$ cat src/hdl/sle_pkg.sv
// Shared types, character codes and reset contents for the serial line editor.
// Depends on nothing; imported by the history store, the top level and the bench.
package sle_pkg;

   // Character codes recognised or produced by the editor.
   localparam logic [7:0] CH_XON     = 8'h11;
   localparam logic [7:0] CH_XOFF    = 8'h13;
   localparam logic [7:0] CH_DEL     = 8'h7F;
   localparam logic [7:0] CH_BS      = 8'h08;
   localparam logic [7:0] CH_CR      = 8'h0D;
   localparam logic [7:0] CH_LF      = 8'h0A;
   localparam logic [7:0] CH_ESC     = 8'd27;
   localparam logic [7:0] CH_UP      = 8'd65;
   localparam logic [7:0] CH_DOWN    = 8'd66;
   localparam logic [7:0] CH_BRACKET = 8'd91;
   localparam logic [7:0] CH_SPACE   = 8'h20;
   localparam logic [7:0] CH_EQUALS  = 8'h3D;
   localparam logic [7:0] CH_GT      = 8'h3E;

   // Number of characters in the line that slot zero holds after reset.
   localparam int HELP_LEN = 4;

   // Sequencer states; each state other than idle emits one result per step.
   typedef enum logic [2:0] {
      ST_IDLE,
      ST_ERASE,
      ST_RECALL,
      ST_ECHO,
      ST_CMD,
      ST_PROMPT
   } seq_state_type;

   // Progress through an escape sequence.
   typedef enum logic [1:0] {
      ESC_NONE,
      ESC_SEEN,
      ESC_BRACKET
   } esc_phase_type;

   // Characters of the line held in slot zero after reset.
   function automatic logic [7:0] help_char(input logic [1:0] pos);
      logic [7:0] ch;
      case (pos)
         2'd0:    ch = 8'h68;
         2'd1:    ch = 8'h65;
         2'd2:    ch = 8'h6C;
         2'd3:    ch = 8'h70;
         default: ch = 8'h00;
      endcase
      return ch;
   endfunction

endpackage

$ cat src/hdl/sle_history.sv
// History ring storage: one row per slot, one byte per line position.
// Depends on sle_pkg for the reset contents of slot zero.
module sle_history
   import sle_pkg::*;
#(
   parameter int SLOT_W = 3,
   parameter int IDX_W  = 4
) (
   input  logic              clock,
   input  logic              reset,
   input  logic              wr_en,
   input  logic [SLOT_W-1:0] wr_slot,
   input  logic [IDX_W-1:0]  wr_idx,
   input  logic [7:0]        wr_data,
   input  logic [SLOT_W-1:0] rd_slot,
   input  logic [IDX_W-1:0]  rd_idx,
   output logic [7:0]        rd_data
);

   localparam int ADDR_W = SLOT_W + IDX_W;
   localparam int DEPTH  = 1 << ADDR_W;

   logic [7:0]        history_ff [DEPTH];
   logic [DEPTH-1:0]  valid_ff;
   logic [7:0]        rd_q_ff;
   logic              hit_ff;
   logic [7:0]        init_q_ff;
   logic [ADDR_W-1:0] wr_addr;
   logic [ADDR_W-1:0] rd_addr;
   logic [7:0]        rd_idx_ext;
   logic [7:0]        init_byte;

   assign wr_addr    = {wr_slot, wr_idx};
   assign rd_addr    = {rd_slot, rd_idx};
   assign rd_idx_ext = {{(8-IDX_W){1'b0}}, rd_idx};

   // Contents of an entry that has not been written since reset.
   always_comb begin
      if (rd_slot == '0 && rd_idx_ext < 8'(HELP_LEN)) begin
         init_byte = help_char(rd_idx_ext[1:0]);
      end else begin
         init_byte = 8'h00;
      end
   end

   // Storage array with a registered read.
   always_ff @(posedge clock) begin
      if (wr_en) begin
         history_ff[wr_addr] <= wr_data;
      end
      rd_q_ff   <= history_ff[rd_addr];
      init_q_ff <= init_byte;
   end

   // Written-entry flags, cleared at once by reset.
   always_ff @(posedge clock) begin
      if (reset) begin
         valid_ff <= '0;
         hit_ff   <= 1'b0;
      end else begin
         if (wr_en) begin
            valid_ff[wr_addr] <= 1'b1;
         end
         hit_ff <= valid_ff[rd_addr];
      end
   end

   assign rd_data = hit_ff ? rd_q_ff : init_q_ff;

endmodule

$ cat src/hdl/serial_line_editor_with_history_top.sv
// Serial line editor with history: a request is one received byte; results are
// echo bytes and command-line bytes, emitted one per cycle by a sequencer while
// the output register can take them. A request is taken only in idle, so a new
// byte waits until every result of the last one has gone into the output register;
// the first result enters the output register after the state register has left
// idle. Synchronous reset; slot zero then holds "help".
module serial_line_editor_with_history_top
   import sle_pkg::*;
#(
   parameter int LINE_LEN      = 16,
   parameter int HISTORY_DEPTH = 8
) (
   input  logic       clock,
   input  logic       reset,
   input  logic       req_valid,
   output logic       req_ready,
   input  logic [7:0] req_rx_byte,
   output logic       rsp_valid,
   input  logic       rsp_ready,
   output logic       rsp_dest,
   output logic [7:0] rsp_out_byte,
   output logic       rsp_cmd_end,
   output logic       rsp_last
);

   localparam int CUR_W  = $clog2(LINE_LEN + 1);
   localparam int IDX_W  = $clog2(LINE_LEN);
   localparam int SLOT_W = $clog2(HISTORY_DEPTH);
   localparam logic [CUR_W-1:0]  LINE_MAX  = CUR_W'(LINE_LEN);
   localparam logic [SLOT_W-1:0] SLOT_MAX  = SLOT_W'(HISTORY_DEPTH - 1);
   localparam logic [CUR_W-1:0]  RESET_LEN =
      CUR_W'((LINE_LEN < HELP_LEN) ? LINE_LEN : HELP_LEN);

   seq_state_type     state_ff, state_in;
   esc_phase_type     esc_ff, esc_in;
   logic [SLOT_W-1:0] cur_slot_ff, cur_slot_in;
   logic [CUR_W-1:0]  cursor_ff, cursor_in;
   logic [CUR_W-1:0]  slot_len_ff [HISTORY_DEPTH];
   logic [SLOT_W-1:0] seq_slot_ff, seq_slot_in;
   logic [IDX_W-1:0]  idx_ff, idx_in;
   logic [CUR_W-1:0]  cnt_ff, cnt_in;
   logic [1:0]        sub_ff, sub_in;
   logic [CUR_W-1:0]  len_ff, len_in;
   logic              do_recall_ff, do_recall_in;
   logic              do_cmd_ff, do_cmd_in;
   logic              do_prompt_ff, do_prompt_in;
   logic [7:0]        rx_ff, rx_in;
   logic              rsp_valid_ff;
   logic              rsp_dest_ff, rsp_dest_in;
   logic [7:0]        rsp_byte_ff, rsp_byte_in;
   logic              rsp_end_ff, rsp_end_in;
   logic              rsp_last_ff, rsp_last_in;

   logic              accept;
   logic              fire;
   logic              out_free;
   logic              is_cr_lf;
   logic              store;
   logic              complete;
   logic [CUR_W-1:0]  cursor_inc;
   logic [CUR_W-1:0]  cursor_new;
   logic [SLOT_W-1:0] recall_slot;
   logic [SLOT_W-1:0] next_slot;
   logic [SLOT_W-1:0] len_rd_slot;
   logic [CUR_W-1:0]  len_rd;
   logic              len_wr_en;
   logic [CUR_W-1:0]  len_wr_data;
   logic              wr_en;
   logic [7:0]        mem_data;
   logic              idx_final;

   // Handshake on both sides; the output register frees the sequencer from the consumer.
   assign req_ready = (state_ff == ST_IDLE);
   assign accept    = req_valid && req_ready;
   assign out_free  = !rsp_valid_ff || rsp_ready;
   assign fire      = out_free && (state_ff != ST_IDLE);

   // Decode helpers for an accepted byte.
   assign is_cr_lf    = (req_rx_byte == CH_CR) || (req_rx_byte == CH_LF);
   assign store       = !is_cr_lf && (cursor_ff < LINE_MAX);
   assign cursor_inc  = cursor_ff + CUR_W'(1);
   assign cursor_new  = store ? cursor_inc : cursor_ff;
   assign complete    = (cursor_new == LINE_MAX) || is_cr_lf;
   assign next_slot   = (cur_slot_ff == SLOT_MAX) ? '0 : cur_slot_ff + SLOT_W'(1);
   assign recall_slot = (req_rx_byte == CH_UP)
                        ? ((cur_slot_ff == '0) ? SLOT_MAX : cur_slot_ff - SLOT_W'(1))
                        : next_slot;
   assign len_rd_slot = (esc_ff == ESC_BRACKET) ? recall_slot : cur_slot_ff;
   assign len_rd      = slot_len_ff[len_rd_slot];
   assign idx_final   = (CUR_W'(idx_ff) + CUR_W'(1) == len_ff);

   sle_history #(
      .SLOT_W (SLOT_W),
      .IDX_W  (IDX_W)
   ) u_history (
      .clock   (clock),
      .reset   (reset),
      .wr_en   (wr_en),
      .wr_slot (cur_slot_ff),
      .wr_idx  (cursor_ff[IDX_W-1:0]),
      .wr_data (req_rx_byte),
      .rd_slot (seq_slot_in),
      .rd_idx  (idx_in),
      .rd_data (mem_data)
   );

   // Request decode in idle and result sequencing in the other states.
   always_comb begin
      state_in     = state_ff;
      esc_in       = esc_ff;
      cur_slot_in  = cur_slot_ff;
      cursor_in    = cursor_ff;
      seq_slot_in  = seq_slot_ff;
      idx_in       = idx_ff;
      cnt_in       = cnt_ff;
      sub_in       = sub_ff;
      len_in       = len_ff;
      do_recall_in = do_recall_ff;
      do_cmd_in    = do_cmd_ff;
      do_prompt_in = do_prompt_ff;
      rx_in        = rx_ff;
      rsp_dest_in  = 1'b0;
      rsp_byte_in  = CH_BS;
      rsp_end_in   = 1'b0;
      rsp_last_in  = 1'b0;
      len_wr_en    = 1'b0;
      len_wr_data  = cursor_new;
      wr_en        = 1'b0;

      case (state_ff)
         ST_IDLE: begin
            if (accept) begin
               if (req_rx_byte == CH_ESC) begin
                  esc_in = ESC_SEEN;
               end else if (esc_ff == ESC_SEEN) begin
                  esc_in = (req_rx_byte == CH_BRACKET) ? ESC_BRACKET : ESC_NONE;
               end else if (esc_ff == ESC_BRACKET) begin
                  esc_in = ESC_NONE;
                  // History recall: erase the shown line, then show the chosen slot.
                  if (req_rx_byte == CH_UP || req_rx_byte == CH_DOWN) begin
                     cnt_in       = cursor_ff;
                     sub_in       = 2'd0;
                     len_in       = len_rd;
                     do_recall_in = (len_rd != '0);
                     cur_slot_in  = recall_slot;
                     cursor_in    = len_rd;
                     seq_slot_in  = recall_slot;
                     idx_in       = '0;
                     if (cursor_ff != '0) begin
                        state_in = ST_ERASE;
                     end else if (len_rd != '0) begin
                        state_in = ST_RECALL;
                     end else begin
                        state_in = ST_IDLE;
                     end
                  end
               end else if (esc_ff != ESC_NONE) begin
                  esc_in = ESC_NONE;
               end else if (req_rx_byte == CH_BS || req_rx_byte == CH_DEL) begin
                  if (cursor_ff != '0) begin
                     cursor_in    = cursor_ff - CUR_W'(1);
                     cnt_in       = CUR_W'(1);
                     sub_in       = 2'd0;
                     do_recall_in = 1'b0;
                     state_in     = ST_ERASE;
                  end
               end else if (req_rx_byte == CH_XON || req_rx_byte == CH_XOFF) begin
                  state_in = ST_IDLE;
               end else begin
                  // Ordinary byte, line end or full line.
                  wr_en        = store;
                  rx_in        = req_rx_byte;
                  seq_slot_in  = cur_slot_ff;
                  idx_in       = '0;
                  sub_in       = 2'd0;
                  len_in       = cursor_new;
                  do_cmd_in    = complete && (cursor_new != '0);
                  do_prompt_in = complete;
                  if (complete) begin
                     len_wr_en   = 1'b1;
                     len_wr_data = cursor_new;
                     cursor_in   = '0;
                     if (cursor_new != '0) begin
                        cur_slot_in = next_slot;
                     end
                  end else begin
                     cursor_in = cursor_new;
                     if (store && len_rd < cursor_inc) begin
                        len_wr_en   = 1'b1;
                        len_wr_data = cursor_inc;
                     end
                  end
                  if (store) begin
                     state_in = ST_ECHO;
                  end else if (cursor_new != '0) begin
                     state_in = ST_CMD;
                  end else begin
                     state_in = ST_PROMPT;
                  end
               end
            end
         end

         ST_ERASE: begin
            rsp_byte_in = (sub_ff == 2'd1) ? CH_SPACE : CH_BS;
            rsp_last_in = (cnt_ff == CUR_W'(1)) && (sub_ff == 2'd2) && !do_recall_ff;
            if (fire) begin
               if (sub_ff == 2'd2) begin
                  sub_in = 2'd0;
                  cnt_in = cnt_ff - CUR_W'(1);
                  if (cnt_ff == CUR_W'(1)) begin
                     idx_in   = '0;
                     state_in = do_recall_ff ? ST_RECALL : ST_IDLE;
                  end
               end else begin
                  sub_in = sub_ff + 2'd1;
               end
            end
         end

         ST_RECALL: begin
            rsp_byte_in = mem_data;
            rsp_last_in = idx_final;
            if (fire) begin
               if (idx_final) begin
                  state_in = ST_IDLE;
               end else begin
                  idx_in = idx_ff + IDX_W'(1);
               end
            end
         end

         ST_ECHO: begin
            rsp_byte_in = rx_ff;
            rsp_last_in = !do_prompt_ff;
            if (fire) begin
               idx_in = '0;
               sub_in = 2'd0;
               if (do_cmd_ff) begin
                  state_in = ST_CMD;
               end else if (do_prompt_ff) begin
                  state_in = ST_PROMPT;
               end else begin
                  state_in = ST_IDLE;
               end
            end
         end

         ST_CMD: begin
            rsp_dest_in = 1'b1;
            rsp_byte_in = mem_data;
            rsp_end_in  = idx_final;
            if (fire) begin
               if (idx_final) begin
                  sub_in   = 2'd0;
                  state_in = ST_PROMPT;
               end else begin
                  idx_in = idx_ff + IDX_W'(1);
               end
            end
         end

         ST_PROMPT: begin
            case (sub_ff)
               2'd0:    rsp_byte_in = CH_LF;
               2'd1:    rsp_byte_in = CH_EQUALS;
               default: rsp_byte_in = CH_GT;
            endcase
            rsp_last_in = (sub_ff == 2'd2);
            if (fire) begin
               if (sub_ff == 2'd2) begin
                  sub_in   = 2'd0;
                  state_in = ST_IDLE;
               end else begin
                  sub_in = sub_ff + 2'd1;
               end
            end
         end

         default: begin
            state_in = ST_IDLE;
         end
      endcase
   end

   // Control state of the editor and the sequencer.
   always_ff @(posedge clock) begin
      if (reset) begin
         state_ff    <= ST_IDLE;
         esc_ff      <= ESC_NONE;
         cur_slot_ff <= '0;
         cursor_ff   <= '0;
      end else begin
         state_ff    <= state_in;
         esc_ff      <= esc_in;
         cur_slot_ff <= cur_slot_in;
         cursor_ff   <= cursor_in;
      end
   end

   // Per-slot line lengths.
   always_ff @(posedge clock) begin
      if (reset) begin
         for (int s = 0; s < HISTORY_DEPTH; s++) begin
            slot_len_ff[s] <= (s == 0) ? RESET_LEN : '0;
         end
      end else if (len_wr_en) begin
         slot_len_ff[cur_slot_ff] <= len_wr_data;
      end
   end

   // Working registers of the sequencer.
   always_ff @(posedge clock) begin
      seq_slot_ff  <= seq_slot_in;
      idx_ff       <= idx_in;
      cnt_ff       <= cnt_in;
      sub_ff       <= sub_in;
      len_ff       <= len_in;
      do_recall_ff <= do_recall_in;
      do_cmd_ff    <= do_cmd_in;
      do_prompt_ff <= do_prompt_in;
      rx_ff        <= rx_in;
   end

   // Output register.
   always_ff @(posedge clock) begin
      if (reset) begin
         rsp_valid_ff <= 1'b0;
      end else if (fire) begin
         rsp_valid_ff <= 1'b1;
      end else if (rsp_ready) begin
         rsp_valid_ff <= 1'b0;
      end
   end

   always_ff @(posedge clock) begin
      if (fire) begin
         rsp_dest_ff <= rsp_dest_in;
         rsp_byte_ff <= rsp_byte_in;
         rsp_end_ff  <= rsp_end_in;
         rsp_last_ff <= rsp_last_in;
      end
   end

   assign rsp_valid    = rsp_valid_ff;
   assign rsp_dest     = rsp_dest_ff;
   assign rsp_out_byte = rsp_byte_ff;
   assign rsp_cmd_end  = rsp_end_ff;
   assign rsp_last     = rsp_last_ff;

endmodule

$ cat config.mk
export PLATFORM = sky130hd
export DESIGN_NAME = serial_line_editor_with_history_top
export DESIGN_NICKNAME = d
export VERILOG_FILES = /design/src/hdl/sle_pkg.sv /design/src/hdl/sle_history.sv /design/src/hdl/serial_line_editor_with_history_top.sv
export SDC_FILE = /design/constraint.sdc
export NUM_CORES = 2
export LEC_CHECK = 0
export ABC_AREA = 1
export BUFFER_PORTS_ARGS = -buffer_cell sky130_fd_sc_hd__buf_2
export CORE_MARGIN = 2
export CORE_UTILIZATION = 45
export CTS_BUF_LIST = sky130_fd_sc_hd__clkbuf_16
export DETAILED_ROUTE_END_ITERATION = 8
export PLACE_DENSITY = 0.69
export SLEW_MARGIN = 20
export SYNTH_ARGS = -nofsm -noshare
export SYNTH_HDL_FRONTEND = slang
export SYNTH_SLANG_ARGS = --single-unit
$ cat constraint.sdc
create_clock -name clock -period 4.9 [get_ports clock]
set_input_delay 0.735 -clock clock [delete_from_list [all_inputs] [get_ports clock]]
set_output_delay 0.735 -clock clock [all_outputs]
set_load 0.05 [all_outputs]
Word level (Yosys, flattened, before mapping)

Memories as Yosys holds them, arrays and structs flattened. A register that Yosys moved wholly into a read port is not among the register bits.
Cells that the tools add are included.

Register bits: 192
RAM bits: 1064
Memories kept: 2

Memory list:

| memory               | words | bits a word | rd ports | clocked after memory_dff | wr ports | line                                      | RTL |
|---|---|---|---|---|---|---|---|
| u_history.history_ff | 128   | 8           | 1        | 1                        | 1        | sle_history.sv:23                         | `logic [7:0] history_ff [DEPTH];` |
| slot_len_ff          | 8     | 5           | 1        | 0                        | 8        | serial_line_editor_with_history_top.sv:38 | `logic [CUR_W-1:0] slot_len_ff [HISTORY_DEPTH];` |

Add/subtract/negate cells: 8
$lt $le $gt $ge: 6
Eq/ne operators: 52
Multiplexer cells: 161
Bitwise gates (word level): 7
Reduce and logical (&&, ||, !) cells: 49

Operators by type and width:

| kind                | number |
|---|---|
| $mux 5              | 33 |
| $mux 3              | 43 |
| $or 128x128->128    | 1 |
| $pmux 8 s4          | 2 |
| $mux 4              | 14 |
| $mux 2              | 22 |
| $mux 1              | 37 |
| $eq 8x7->1 const B  | 4 |
| $reduce_and 8->1    | 4 |
| $ne 2x2->1 const B  | 15 |
| $eq 8x4->1 const B  | 3 |
| $eq 8x5->1 const B  | 3 |
| $reduce_and 10->1   | 2 |
| $pmux 3 s6          | 1 |
| $lt 7x8->1 const B  | 2 |
| $pmux 4 s4          | 1 |
| $reduce_and 16->1   | 1 |
| $reduce_bool 5->1   | 3 |
| $reduce_bool 2->1   | 7 |
| $pmux 6 s2          | 1 |
| $reduce_and 12->1   | 1 |
| $pmux 5 s2          | 1 |
| $sub 5x1->5 const B | 2 |
| $eq 3x3->1 const B  | 3 |
| 39 further kinds    | 77 |

Depth between registers and ports, before layout

An unclocked memory read counts as a cell.

Depth after elaboration: 22
Depth in mapped cells: 26
Mapped depth without buffers: 23

Cells and area by module

From an unflattened synthesis, not the netlist that was laid out.

Cells, all modules: 4903
Area, all modules: 52625.5 um2

Modules (own cells, without submodules):

| module                              | times used | cells each | area an instance (um2) |
|---|---|---|---|
| sle_history                         | 1          | 4238       | 47081.4 |
| serial_line_editor_with_history_top | 1          | 665        | 5544.1 |

Least setup slack after synthesis

No wires, ideal clock.

Path kind: input to register
Start point: in req_rx_byte[7]
End point: mem slot_len_ff[1][0] (netlist bit) (enable)
Library setup time: 0.314 ns
Arrival time: 3.559 ns
Required time: 4.586 ns
Slack: 1.027 ns
Stages: 24
Path buffers: 1
Cells stage by stage: inv_1 -> nand2_1 -> nor2_1 -> nand3_1 -> inv_1 -> a21oi_1 -> nand2_1 -> nand2_1 -> inv_1 -> clkbuf_1 -> nand2_1 -> nand2_1 -> nand2_1 -> nand2_1 -> nand2_1 -> nand2_1 -> ha_1 -> a21oi_1 -> nor2_1 -> a2111oi_0 -> nand2_1 -> nand2_2 -> nand4_1 -> nand2_1

RTL lines:

| item               | line                                      | RTL |
|---|---|---|
| start: declaration | serial_line_editor_with_history_top.sv:17 | `input logic [7:0] req_rx_byte,` |
| end: declaration   | serial_line_editor_with_history_top.sv:38 |  |

Worst setup path in the final report

Start point: reg state_ff[1]
End point: reg u_history.rd_q_ff[6] (read register of u_history.history_ff)

Longest elaborated chain between the ends: 4
Elaborated cells between the ends (all ways): 16
Those cells by class: eq/ne: 4; mux: 7; reduce/logical: 5

Ends and longest elaborated chain:

| item                                                 | line                                                                                                                             | RTL |
|---|---|---|
| start: declaration                                   | serial_line_editor_with_history_top.sv:34                                                                                        | `seq_state_type state_ff, state_in;` |
| start signal: assignment                             | serial_line_editor_with_history_top.sv:294                                                                                       | `state_ff <= state_in;` |
| $reduce_bool 3->1 or $logic_not 3->1 (tied branches) | serial_line_editor_with_history_top.sv:76, serial_line_editor_with_history_top.sv:73, serial_line_editor_with_history_top.sv:130 |  |
| $logic_and 1x1->1, on equally long branches          | serial_line_editor_with_history_top.sv:76, serial_line_editor_with_history_top.sv:74                                             |  |
| $mux 4 (tied with other cells)                       | serial_line_editor_with_history_top.sv:224                                                                                       | `if (fire) begin` |
| $pmux 4 s4 or $mux 3 (tied branches)                 | serial_line_editor_with_history_top.sv:130                                                                                       | `case (state_ff)` |
| end: declaration                                     | sle_history.sv:25                                                                                                                | `logic [7:0] rd_q_ff;` |

Several ways; a longest one is shown, not always the timed one.
A chain may end at the register's enable or synchronous reset.

==> impl_metrics.csv <==
group,metric,value,unit
min_path,hold_depth,1,
timing,hold_viol_final,0,
floorplanning,die_y,354.9,microns
clock_tree,path_clk_slew,60,ps
synthesis,syn_avg_cell_area,10.39,sq um
synthesis,synth_edf_count,1098,
critical_path,cp_num_cells,18,
route,via_per_inst,5.537,
synthesis,syn_inst,5334,
clock_tree,cts.hold.buffers_added,0,
timing,finalCritPeriodShare,81.54,%
floorplanning,rows,128,
timing,rsz0062_at_grt,"false",
timing,worst_pin_slew,1143,ps
clock_tree,clk_latency,750,ps
critical_path,cp_slowest_cell,"nor2_1",
global_route,grt_pass1_wl,225400,microns
route,wl_per_cell,21.36,microns
synthesis,syn-cell-area,55410,sq um
layout,drive_gt1_share,6.659,%
global_route,first_global_vias,36560,
flow_run,drv_cap,0,
layout,final_common_cell,"nand2_1",
critical_path,timing.rr.end,"u_history.rd_q_ff[6]$_DFF_P_",
clock_tree,cts_setup_buffers,0,
critical_path,rrSetupSlack,900,ps
global_route,grt_antenna_before_repair,3,
route,drtPass1Iterations,6,
timing,fin_tns_setup,0,ps
min_path,min_path_type,"input pin to flip-flop",
critical_path,critPathMaxFanout,127,
floorplanning,coreArea,122000,sq um
synthesis,ys_seq_elements,1261,
power_and_ir_drop,leakage,24.02,nW
critical_path,cp_common_cell,"nand2_1",
floorplanning,die_x,354.9,microns
critical_path,crit_chain,"nand2_1, nor2_1, inv_1, nor2_1, nor3_2, nand3_4, buf_12, nand3b_1, nand3_1, nand2_1, nand2_1, nand2_1, nor2_1, nand2_1, nand3_1, nand2_1, nand2_1, nand2_1",
clock_tree,htreeDepth,4,
timing,holdWs,251.4,ps
critical_path,worstPathArrival,4610,ps
route,drc_errors,0,
status,outcome,"completed",
timing,skew,31.57,ps
critical_path,cpPeakStageDelay,560,ps
global_route,gr-total-overflow,0,
placed_design,numPortBuffers,24,
power_and_ir_drop,power.density,588.1,nW/um^2
critical_path,crit_type,"flip-flop to flip-flop",
placed_design,place.gp.congestion,0.8992,
power_and_ir_drop,total_power,36.17,mW
synthesis,async_flop_share,0,%
synthesis,synth_fp_nets,5368,
clock_tree,clock_sinks,1261,
layout,final_nets,5332,
route,routed_wl,150200,microns
timing,setup_viol,0,
critical_path,path_delay_family,"simple AND/OR/NAND/NOR gates",
power_and_ir_drop,vdd_drop_max,1.297,mV
synthesis,yosysWarnings,0,
route,drtIter0Drc,4484,
synthesis,synthFlopType,"edfxtp_1",
critical_path,startpoint_type,"flip-flop",
critical_path,r2r-start,"state_ff[1]$_SDFFE_PP0P_",
critical_path,worst_setup_path_end_kind,"flip-flop",
clock_tree,cts_buffers,130,
critical_path,worstPathRequired,5520,ps
timing,maxSlewHeadroom,23.82,%
synthesis,yosysUniqueCellTypes,54,
clock_tree,cts_root_buf,"clkbuf_16",
timing,finalCriticalPeriod,3995,ps
timing,clock.fmax,250.3,MHz
critical_path,cp_num_buf_inv,2,
global_route,track_usage,23.53,%
clock_tree,cts_resized,0,
layout,syn_to_final_growth,11.01,%
global_route,grt_max_degree,128,
floorplanning,die_area,125900,sq um
layout,mostFrequentLayoutCells,"nand2_1, edfxtp_1, nand3_1",
floorplanning,io_pins,25,
clock_tree,clk_path_buf_depth,3,
placed_design,hpwl,89340,microns
timing,slew_viol_final,0,
route,ant_nets,0,
critical_path,crit_start,"state_ff[1]$_SDFFE_PP0P_",
synthesis,ys_seq_area_share,65.40,%
floorplanning,initial_utilization,45.40,%
route,num_vias,38940,
layout,fin_util,50.40,%
critical_path,crit_path_end,"u_history.rd_q_ff[6]$_DFF_P_",
clock_tree,cts_tree,"built",
critical_path,reg2reg_depth,18,
[power breakdown]
part           switching (mW)  leakage, nW  internal, mW  total, mW
Clock                    4.17         2.16          5.44       9.60
Sequential              0.205         11.3          12.0       12.3
Combinational            10.5         10.6          3.77       14.3
[worst reg2reg max path: stages (launching register included)]
cell      delay (ps)
dfxtp_1          480
nand2_1          110
nor2_1           560
inv_1            130
nor2_1           210
nor3_2           110
nand3_4          180
buf_12           390
nand3b_1         390
nand3_1          150
nand2_1           70
nand2_1           60
nand2_1           50
nor2_1           280
nand2_1          160
nand3_1          230
nand2_1          160
nand2_1           90
nand2_1           60
[cells by family (layout without fill, tap and decap cells)]
| family | count (synthesis) | count (layout) | synth area share, % |
|---|---|---|---|
| buffers and inverters | 976 | 1048 | 7.414 |
| XOR/XNOR | 10 | 10 | 0.1581 |
| adder cells (fa/ha/maj) | 22 | 22 | 0.4968 |
| flip-flops | 1261 | 1261 | 65.40 |
| other | 0 | 1 | 0 |
| AO/OA/AOI/OAI | 482 | 482 | 5.657 |
| AND/OR/NAND/NOR | 2583 | 2583 | 20.88 |
[final cells by class]
cell class                      count  area, sq um
Fill cell                       10670        60530
Clock inverter                    105        749.5
Sequential cell                  1261        36230
Clock buffer                      135         3378
Antenna cell                        1        2.502
Tap cell                         1625         2033
Timing Repair Buffer              139         1441
Multi-Input combinational cell   3097        15130
Inverter                          669         2531
[registers in the layout, indices dropped and copies added, names as in the netlist, 2 cells and up]
signal and cells:
esc_ff 2, u_history.rd_q_ff 8, u_history.init_q_ff 5, u_history.history_ff 1024, rsp_out_byte 8, state_ff 3
cur_slot_ff 3, len_ff 5, cursor_ff 5, sub_ff 2, cnt_ff 5, u_history.valid_ff 128
slot_len_ff 40, idx_ff 4, rx_ff 8, seq_slot_ff 3
[synthesized netlist by cell type, drive strengths merged (4+ instances only)]
cell type / number / area (sq um)
a21oi: 127 / 635.6
a31oi: 6 / 37.54
buf: 180 / 1116
clkbuf: 127 / 478.0
clkinv: 4 / 15.01
dfxtp: 163 / 3263
edfxtp: 1098 / 32970
ha: 22 / 275.3
inv: 665 / 2499
nand2: 1194 / 4502
nand3: 820 / 4109
nand3b: 183 / 1374
nand4: 15 / 93.84
nor2: 348 / 1345
nor3: 7 / 40.04
o211ai: 134 / 1006
o21a: 129 / 968.4
o21ai: 69 / 345.3
or2: 12 / 75.08
xnor2: 5 / 43.79
xor2: 5 / 43.79
[worst min-delay path by stage]
stage / startpoint / slack [ps] / end
floorplan: u_history.valid_ff[101]$_SDFFE_PP0P_ / 430 / u_history.valid_ff[101]$_SDFFE_PP0P_
global placement: u_history.valid_ff[79]$_SDFFE_PP0P_ / 440 / u_history.valid_ff[79]$_SDFFE_PP0P_
detailed placement: u_history.valid_ff[31]$_SDFFE_PP0P_ / 440 / u_history.valid_ff[31]$_SDFFE_PP0P_
CTS: req_rx_byte[3] / 220 / rx_ff[3]$_DFFE_PP_
global route: req_rx_byte[3] / 230 / rx_ff[3]$_DFFE_PP_
finish: req_rx_byte[3] / 250 / rx_ff[3]$_DFFE_PP_
[stage by stage]
stage / setup slack, ps / cells / instance area [sq um]
2_1_floorplan: 1027 / 5334 / 55410
3_3_place_gp: 355.1 / 6791 / 57370
3_5_place_dp: 328.9 / 6791 / 57370
4_1_cts: 962.7 / 7031 / 61500
5_1_grt: 525.9 / 7032 / 61500
6_report: 904.7 / 7032 / 61500
[per-layer routing]
metal	track usage (%)	wire length (microns)	vias up
met5	0	0	-
met4	8.746	5230	0
met3	4.651	15160	293
met2	36.94	69140	1892
met1	32.48	60680	18750
li1	-	-	18010
No activity file was read; power rests on OpenSTA's default activity.
